$ cat src/rtl/bpd_pkg.sv
// bpd_pkg: shared types and constants of the bmp pixel decoder
// payload structs, configuration set, job format and back-end states
// no dependencies
`timescale 1ns / 1ps
package bpd_pkg;

  localparam logic [2:0] CFG_BPP      = 3'd0;
  localparam logic [2:0] CFG_WIDTH    = 3'd1;
  localparam logic [2:0] CFG_HEIGHT   = 3'd2;
  localparam logic [2:0] CFG_STRIDE   = 3'd3;
  localparam logic [2:0] CFG_BASE     = 3'd4;
  localparam logic [2:0] CFG_RED      = 3'd5;
  localparam logic [2:0] CFG_GREEN    = 3'd6;
  localparam logic [2:0] CFG_BLUE     = 3'd7;

  localparam logic       KIND_DATA    = 1'b0;
  localparam logic       KIND_PALETTE = 1'b1;

  localparam logic [13:0] BYTE_COUNT_MAX = 14'd16383;
  localparam int          DIM_LIMIT      = 4096;

  typedef struct packed {
    logic       kind;
    logic [7:0] data_byte;
    logic [7:0] entry_index;
    logic [7:0] entry_red;
    logic [7:0] entry_green;
    logic [7:0] entry_blue;
  } in_item_t;

  typedef struct packed {
    logic [31:0] pixel_value;
    logic [11:0] column;
    logic [11:0] row;
    logic        last_of_item;
    logic        image_done;
  } out_item_t;

  typedef struct packed {
    logic [4:0]  bits_per_pixel;
    logic [12:0] image_width;
    logic [12:0] image_height;
    logic [14:0] row_stride_bytes;
    logic [31:0] pixel_base;
    logic [31:0] red_coefficients;
    logic [31:0] green_coefficients;
    logic [31:0] blue_coefficients;
  } cfg_t;

  // one unit of work for the back end: a palette write or a run of pixels
  typedef struct packed {
    logic        is_pal;
    logic        direct;
    logic [23:0] rgb;
    logic [7:0]  pal_idx;
    logic [7:0]  data_byte;
    logic [3:0]  bpp;
    logic [3:0]  npix;
    logic [12:0] start_col;
    logic [11:0] row;
    logic        last_row;
    logic [12:0] width;
  } job_t;

  typedef enum logic [2:0] {
    B_IDLE,
    B_READ,
    B_SCALE,
    B_MULT,
    B_SUM,
    B_EMIT
  } back_state_t;

endpackage

$ cat src/rtl/bpd_front.sv
// bpd_front: takes input beats, tracks row/column position and turns palette
// writes and pixel-bearing data bytes into jobs; depends on bpd_pkg
`timescale 1ns / 1ps
module bpd_front #(
  parameter int MAX_DIMENSION = 4096
) (
  input  logic             clk,
  input  logic             rst_n,
  input  logic             in_push,
  input  bpd_pkg::in_item_t in_item,
  output logic             in_full,
  input  bpd_pkg::cfg_t    cfg,
  input  logic             job_full,
  output logic             job_push,
  output bpd_pkg::job_t    job
);

  localparam int CAP_INT = (MAX_DIMENSION < bpd_pkg::DIM_LIMIT) ?
                           MAX_DIMENSION : bpd_pkg::DIM_LIMIT;
  localparam logic [12:0] CAP = 13'(CAP_INT);

  logic [13:0] byte_in_row_r, byte_in_row_nxt;
  logic [12:0] column_r, column_nxt;
  logic [12:0] rows_done_r, rows_done_nxt;
  logic [15:0] partial_r, partial_nxt;
  logic [1:0]  phase_r, phase_nxt;

  logic        accept;
  logic [12:0] w, h;
  logic        active, pal_bpp, valid, emit;
  logic [3:0]  count, npix;
  logic [12:0] remaining, col_after;
  logic        row_end;

  assign accept  = in_push && !job_full;
  assign in_full = job_full;

  always_comb begin
    w = (cfg.image_width > CAP) ? CAP : cfg.image_width;
    h = (cfg.image_height > CAP) ? CAP : cfg.image_height;
    active = rows_done_r < h;
    pal_bpp = 1'b1;
    count = 4'd0;
    case (cfg.bits_per_pixel)
      5'd1:    count = 4'd8;
      5'd2:    count = 4'd4;
      5'd4:    count = 4'd2;
      5'd8:    count = 4'd1;
      default: pal_bpp = 1'b0;
    endcase
    valid     = pal_bpp || (cfg.bits_per_pixel == 5'd24);
    remaining = (column_r < w) ? (w - column_r) : 13'd0;
    npix      = 4'd0;
    emit      = 1'b0;
    partial_nxt = partial_r;
    phase_nxt   = phase_r;
    if (pal_bpp) begin
      npix = ({9'd0, count} < remaining) ? count : remaining[3:0];
      emit = npix != 4'd0;
    end else if (valid && column_r < w) begin
      case (phase_r)
        2'd0: begin
          partial_nxt = {8'd0, in_item.data_byte};
          phase_nxt   = 2'd1;
        end
        2'd1: begin
          partial_nxt = {in_item.data_byte, partial_r[7:0]};
          phase_nxt   = 2'd2;
        end
        default: begin
          npix        = 4'd1;
          emit        = 1'b1;
          partial_nxt = 16'd0;
          phase_nxt   = 2'd0;
        end
      endcase
    end
    col_after = column_r + {9'd0, npix};
    row_end   = ({1'b0, byte_in_row_r} + 15'd1 >= cfg.row_stride_bytes) &&
                (!valid || col_after >= w);

    byte_in_row_nxt = byte_in_row_r;
    column_nxt      = col_after;
    rows_done_nxt   = rows_done_r;
    if (row_end) begin
      byte_in_row_nxt = 14'd0;
      column_nxt      = 13'd0;
      rows_done_nxt   = rows_done_r + 13'd1;
      partial_nxt     = 16'd0;
      phase_nxt       = 2'd0;
    end else if (byte_in_row_r < bpd_pkg::BYTE_COUNT_MAX) begin
      byte_in_row_nxt = byte_in_row_r + 14'd1;
    end
  end

  always_comb begin
    job.is_pal    = in_item.kind == bpd_pkg::KIND_PALETTE;
    job.direct    = !pal_bpp;
    job.rgb       = job.is_pal ?
                    {in_item.entry_red, in_item.entry_green, in_item.entry_blue} :
                    {in_item.data_byte, partial_r[15:8], partial_r[7:0]};
    job.pal_idx   = in_item.entry_index;
    job.data_byte = in_item.data_byte;
    job.bpp       = cfg.bits_per_pixel[3:0];
    job.npix      = npix;
    job.start_col = column_r;
    job.row       = 12'(h - 13'd1 - rows_done_r);
    job.last_row  = (rows_done_r + 13'd1) == h;
    job.width     = w;
    job_push = accept && (job.is_pal || (active && emit));
  end

  always_ff @(posedge clk) begin
    if (!rst_n) begin
      byte_in_row_r <= 14'd0;
      column_r      <= 13'd0;
      rows_done_r   <= 13'd0;
      partial_r     <= 16'd0;
      phase_r       <= 2'd0;
    end else if (accept && in_item.kind == bpd_pkg::KIND_DATA && active) begin
      byte_in_row_r <= byte_in_row_nxt;
      column_r      <= column_nxt;
      rows_done_r   <= rows_done_nxt;
      partial_r     <= partial_nxt;
      phase_r       <= phase_nxt;
    end
  end

endmodule

$ cat config.mk
export PLATFORM = sky130hd
export DESIGN_NAME = bpd_front
export DESIGN_NICKNAME = d
export VERILOG_FILES = /design/src/rtl/bpd_pkg.sv /design/src/rtl/bpd_front.sv
export SDC_FILE = /design/constraint.sdc
export NUM_CORES = 1
export LEC_CHECK = 0
export BUFFER_PORTS_ARGS = -buffer_cell sky130_fd_sc_hd__buf_2
export CAP_MARGIN = 10
export CELL_PAD_IN_SITES_DETAIL_PLACEMENT = 1
export CELL_PAD_IN_SITES_GLOBAL_PLACEMENT = 1
export CORE_AREA = 2 2 162 164
export CTS_BUF_LIST = sky130_fd_sc_hd__clkbuf_8
export CTS_CLUSTER_DIAMETER = 200
export DETAILED_ROUTE_END_ITERATION = 8
export DIE_AREA = 0 0 164 166
export PLACE_DENSITY = 0.62
export SETUP_SLACK_MARGIN = 0.02
export SLEW_MARGIN = 20
export SYNTH_ARGS = -nofsm -noshare
export SYNTH_HDL_FRONTEND = slang
export SYNTH_SLANG_ARGS = --single-unit
export TNS_END_PERCENT = 1
$ cat constraint.sdc
create_clock -name clk -period 12.58 [get_ports clk]
set_input_delay 1.258 -clock clk [delete_from_list [all_inputs] [get_ports clk]]
set_output_delay 1.258 -clock clk [all_outputs]
set_load 0.03 [all_outputs]
== After elaboration in Yosys (flattened, before gate mapping) ==
Cells that the tools add are included.

* Muxes and demuxes: 24
* Equal/unequal tests: 9
* Add/sub/neg operators: 7
* Reduce and logical (&&, ||, !) cells: 23
* Magnitude comparators: 8
* Bitwise gates (word level): 1

{| class="wikitable"
|+ Operator list
! operator !! count
|-
| 13-bit 2-to-1 mux || 4
|-
| 16-bit 2-to-1 mux || 3
|-
| 16-bit one-hot mux with 2 select lines || 1
|-
| 14-bit 2-to-1 mux || 2
|-
| 13-bit > comparator, second input constant || 2
|-
| 13-bit less-than comparator || 2
|-
| 24-bit 2-to-1 mux || 1
|-
| 4-bit one-hot mux with 4 select lines || 1
|-
| 14-bit by 1-bit adder with 15-bit output, second input constant || 1
|-
| 15-bit >= comparator || 1
|-
| 14-bit by 1-bit adder with 14-bit output, second input constant || 1
|-
| 14-bit less-than comparator, second input constant || 1
|-
| 13-bit by 1-bit adder with 13-bit output, second input constant || 1
|-
| 13-bit by 4-bit adder with 13-bit output || 1
|-
| 13-bit == test || 1
|-
| 13-bit >= comparator || 1
|-
| 4-bit by 13-bit less-than comparator with 1-bit output || 1
|-
| 13-bit subtractor || 1
|-
| 12-bit by 1-bit subtractor with 12-bit output, second input constant || 1
|-
| 12-bit subtractor || 1
|-
| 4-bit 2-to-1 mux || 2
|-
| 1-bit logical AND || 7
|-
| 1-bit 2-to-1 mux || 6
|-
| 2-bit 2-to-1 mux || 3
|-
| 20 further kinds || 26
|}

* Flip-flop bits (word level): 58
* Input bits: 219
* Word-level logic and storage cells: 78
* Output and inout bits: 91

== Logic depth before layout (Yosys ltp) ==
* Depth after elaboration: 13
* Depth in mapped cells: 36
* Gate-level depth less buffers: 32

== Least setup slack after synthesis ==
No wires, ideal clock.

* Kind: input -> register
* Start: in cfg[168] (netlist bit)
* End: reg partial_r[0]
* Cell stages on the path: 35
* Slack: 4.752 ns
* Data required time: 12.521 ns
* Arrival: 7.769 ns
* Setup time: 0.059 ns
* Buffers on the path: 3
* Cells stage by stage: inv_1 > clkbuf_1 > nand2_1 > inv_1 > ha_1 > clkbuf_1 > o21ai_0 > a21oi_1 > o21ai_0 > a21oi_2 > nand2_1 > ha_1 > nand3_1 > a31o_2 > a21oi_2 > o221a_2 > ha_1 > inv_1 > fa_1 > nor2b_1 > o21ai_0 > a211oi_1 > and3_1 > and3_1 > nand3_1 > xnor2_1 > ha_1 > nand4_1 > nor2_1 > a21oi_1 > nand3_2 > o22a_1 > buf_6 > o31ai_4 > a22o_1

{| class="wikitable"
|+ RTL lines
! element !! line !! text
|-
| start, declared || bpd_front.sv:12 || <nowiki>input bpd_pkg::cfg_t cfg,</nowiki>
|-
| end signal, assigned || bpd_front.sv:124 || <nowiki>partial_r <= partial_nxt;</nowiki>
|-
| end, declared || bpd_front.sv:25 || <nowiki>logic [15:0] partial_r, partial_nxt;</nowiki>
|}

== Worst setup path in the final report ==
* Start: in cfg[168] (netlist bit)
* End: reg partial_r[8]

* Longest elaborated chain between the ends: 13
* Elaborated cells on any way between the ends: 18
* Those cells by class: add/sub: 2; order compare: 4; eq/ne: 1; mux: 6; reduce/logical: 5

{| class="wikitable"
|+ Ends and longest elaborated chain
! element !! line !! text
|-
| 13-bit > comparator || bpd_front.sv:39 || <nowiki>w = (cfg.image_width > CAP) ? CAP : cfg.image_width;</nowiki>
|-
| 13-bit 2-to-1 mux * || bpd_front.sv:39 ||
|-
| 13-bit subtractor or 13-bit less-than comparator (tied branches) || bpd_front.sv:52, bpd_front.sv:60 ||
|-
| 13-bit 2-to-1 mux || bpd_front.sv:52 || <nowiki>remaining = (column_r < w) ? (w - column_r) : 13'd0;</nowiki>
|-
| 4-bit by 13-bit less-than comparator with 1-bit output || bpd_front.sv:58 || <nowiki>npix = ({9'd0, count} < remaining) ? count : remaining[3:0];</nowiki>
|-
| 4-bit 2-to-1 mux || bpd_front.sv:58 ||
|-
| 4-bit 2-to-1 mux || bpd_front.sv:57 || <nowiki>if (pal_bpp) begin</nowiki>
|-
| 13-bit by 4-bit adder with 13-bit output || bpd_front.sv:78 || <nowiki>col_after = column_r + {9'd0, npix};</nowiki>
|-
| 13-bit >= comparator || bpd_front.sv:80 || <nowiki>(!valid || col_after >= w);</nowiki>
|-
| 1-bit logical OR || bpd_front.sv:80 ||
|-
| 1-bit logical AND || bpd_front.sv:79 || <nowiki>row_end = ({1'b0, byte_in_row_r} + 15'd1 >= cfg.row_stride_bytes) &&</nowiki>
|-
| 2-bit by 1-bit != test with 1-bit output (no source line) or 2-bit nonzero test (tied branches) || - ||
|-
| 3-bit AND reduction (no source line) || - ||
|}

Every way passes the cells marked *; elsewhere a longest branch is shown, timed or not.
A chain may end at the register's enable or synchronous reset.

==> results.txt <==
The count of instances resized after the clock tree is built is 0, and the post-CTS setup buffer count is 0. The run gives 0 as the initial antenna violation count. After clock tree synthesis, the clock-pin slew on the worst setup and hold paths is 0.08 ns. The run gives 6415 as the via count of the first global-routing pass.

Number of CTS-inserted buffers: 9. The die is 164 um wide. The H-tree was split into 3 levels. The fraction of final layout cells sized beyond drive strength 1 was 25.3%; the number of synthesized flops with an enable pin was 0. For this run, the leading register cell type out of synthesis is dfxtp_1. The first global-routing pass estimated 32.8 mm of wire.

The net count reported at finish is 1225. The tools report the worst setup skew after layout as 0.0158 ns. The launch point of the worst reg-to-reg path was column_r[6]$_SDFFE_PN0P_. The number of setup violations in the final report was 0; the number of library cell types mapped by synthesis was 75.

In this run the clock root is driven by a clkbuf_8. Sequential cells were found to cover 18.5% of the synthesized design area. The critical path startpoint is cfg[168].

At the pin with the least slew margin, the transition time is 0.816 ns. For this design, the sink count on the clock tree is 58. The maximum cell stage delay along the critical path is 0.57 ns, and the share of synthesized flip-flops with an asynchronous set or reset is 0%.

The number of remaining DRC errors is 0, and the post-synthesis to final-layout area growth is 19.0%. Once detailed placement completed, the half-perimeter wirelength came to 16.1 mm. dfxtp_1 takes more of the synthesized area than any other cell. Global routing used 14.7% of the available tracks. The final critical path time including I/O delays and setup came out at 8.77 ns. Sorting the synthesized cells by how often they occur yields 82 x inv_1, 75 x ha_1, 75 x nand2_1.

Maximum fanout count along the critical path: 34. For this design the static power due to leakage is 3.48 nW. The top cell type by area accounts for 18.5% of the synthesized area. Highest clock frequency the design can meet: 114 MHz.

The largest individual stage delay along the critical path comes from the cell a211oi_1. Row generation in the floorplan step produced 59 rows. The relative slew slack was 45.2%; the synthesized area per cell was 7.80 um2.

The layout has 3155 filler cells. The critical path class was primary input to flip-flop. The detailed router placed 6137 vias in this run. 310 I/O pins were placed.

The multi-input combinational cells in the finished layout cover a total of 4480 um2. After the flow finishes, the layout carries non-filler instances totaling 1268. The worst setup path is launched from a primary input. In the routed layout, each cell is associated on average with a via count of 4.84. The routability congestion estimate from global placement is 0.810, and the number of inserted diodes is 0.

The setup TNS was 0 ns; the instance count after placement with tap cells included was 1252. The die covers 27200 um2. In this run the remaining antenna-violating nets after routing total 0. Entering global routing, the biggest net connects 35 pins. The total overflow reported by the global router is 0.

The final layout contains routed wiring with a total length of 19.6 mm. For the worst setup path, the data required time is 12.87 ns. The DRC violation total after the first TritonRoute iteration came out at 174.

The share of the clock period used by the worst path after layout is 69.7%. TritonCTS built the clock tree. The clock passes through at most 2 buffers. Counting every net in the synthesized netlist gives 1100. The logs give 24.5% for the effective utilization at floorplan and 0.34 ns for the worst-skew pair later-pin latency.

After clock tree synthesis, the flow added hold-fix buffers numbering 0. inv_1 is the most common cell in the netlist. The synthesized flop and latch total is 58, and the total core area is 25600 um2. Yosys attributes the largest share of cell area to dfxtp_1 19%, ha_1 15%, xnor2_1 7.4%, inv_1 4.9%, mux2_2 4.5%. The cell count after synthesis came out at 803.

The most prevalent standard cell on the critical path is ha_1. The hold violation total from the final report is 0. The logs give 1160 um2 for the area used by sequential logic in the layout and 4 for the first-pass detailed-route iteration total. Setup repair after global routing left no endpoint under its margin.

The run gives 0 as the Yosys warning count. The maximum vdd drop is 0.0339 mV, and the number of port buffers is 165. Vertical die dimension: 166 um. In this run the worst hold path is classified as flip-flop to flip-flop.

Across the run, the number of max-cap violations was 0. The tools report the critical path capture point type as a flip-flop. STA puts the critical path data arrival time at 9.06 ns.

Power per cell area: 75.3 nW/um2. The run finished with clean final reports. The final count of pins violating max slew is 0, and the final routed wire length divided by cell count is 15.5 um. The launch point of the worst hold path was partial_r[8]$_SDFFE_PN0P_.

The cell area that synthesis handed to floorplanning was 6260 um2.
==> sequential cells by signal (all words and copies together), names as in the netlist <==
register       cells
column_r          13
byte_in_row_r     14
phase_r            2
rows_done_r       13
partial_r         16
==> path summary, 6_finish.rpt <==
kind / to / slack (ns) / cells past startpoint
setup / recovery: partial_r[8]$_SDFFE_PN0P_ / 3.81 / 34
hold / removal: partial_r[8]$_SDFFE_PN0P_ / 0.49 / 1
setup reg to reg: partial_r[8]$_SDFFE_PN0P_ / 4.83 / 31
hold reg to reg: partial_r[8]$_SDFFE_PN0P_ / 0.49 / 1
==> worst max-delay path: cells and delay by family <==
family | cells | cell delay (ns)
AOI/OAI and AO/OA | 11 | 2.86
and+or+nand+nor | 12 | 2.23
adders and majority gates | 5 | 1.49
buffers and inverters | 5 | 1.01
xor gates and xnor gates | 1 | 0.18
==> final cells by class <==
| cell class | instances | area share [%] |
|---|---|---|
| clock inverters | 7 | 1.36 |
| repair buffers | 169 | 11.5 |
| multi-input cells | 608 | 60.2 |
| inverters | 82 | 4.13 |
| clock buffers | 9 | 1.66 |
| flip-flops and latches | 58 | 15.6 |
| well taps | 335 | 5.62 |
==> layout by cell type, fill, tap and decap left out, types with 4 or more instances in the layout <==
cell and n:
clkbuf_8 9, a31oi_1 6, a21oi_1 50, nor2_1 40, nor3_1 13, o31ai_1 11, or4_1 8, and3_1 14
mux2_2 25, nand2_1 75, nor2b_1 13, nor4_1 5, xor2_1 11, nand4_1 21, inv_1 82, a211oi_1 6
a21o_1 14, o21a_1 4, nand3_1 23, buf_2 165, o211ai_1 7, ha_1 75, xnor2_1 53, o21ai_0 38
buf_4 4, dfxtp_1 58, and4_1 5, a31o_2 5, o21bai_1 4, a22o_1 18, nand2b_1 4
==> cell families after synthesis <==
| kind of cell | synth area share, % |
|---|---|
| and+or+nand+nor | 20.0 |
| AOI/OAI and AO/OA | 21.3 |
| buffers and inverters | 10.1 |
| adders and majority gates | 15.9 |
| xor gates and xnor gates | 8.95 |
| DFF | 18.5 |
| muxes | 5.19 |
==> power breakdown <==
group | switching [mW] | internal [mW] | total (mW)
Clock | 0.0865 | 0.113 | 0.199
Sequential | 0.00104 | 0.184 | 0.185
Combinational | 0.112 | 0.0646 | 0.176
Total | 0.199 | 0.362 | 0.561
==> layer usage <==
| metal | vias to the layer above | part of all wire [%] | routed length, um | GRT usage (%) |
|---|---|---|---|---|
| li1 | 3076 | - | - | - |
| met1 | 2937 | 48 | 9500 | 19.9 |
| met2 | 115 | 47 | 9310 | 25.1 |
| met3 | 9 | 3.5 | 678 | 2.15 |
| met4 | 0 | 0.57 | 111 | 1.79 |
| met5 | - | 0 | 0 | 0 |
==> per-stage QoR <==
| step | instance area (um2) | hold slack (ns) | power [mW] | setup WS (ns) | util, % |
|---|---|---|---|---|---|
| 2_1_floorplan | 6260 | 0.445 | 0.321 | 4.75 | - |
| 3_3_place_gp | 7220 | 0.464 | 0.367 | 3.24 | 28.2 |
| 3_5_place_dp | 7220 | 0.467 | 0.368 | 3.17 | 28.2 |
| 4_1_cts | 7450 | 0.491 | 0.575 | 3.52 | 29.1 |
| 5_1_grt | 7450 | 0.510 | 0.599 | 3.23 | 29.1 |
| 6_report | 7450 | 0.489 | 0.561 | 3.81 | 29.1 |
Note: power is estimated with default switching activity, not from simulation.
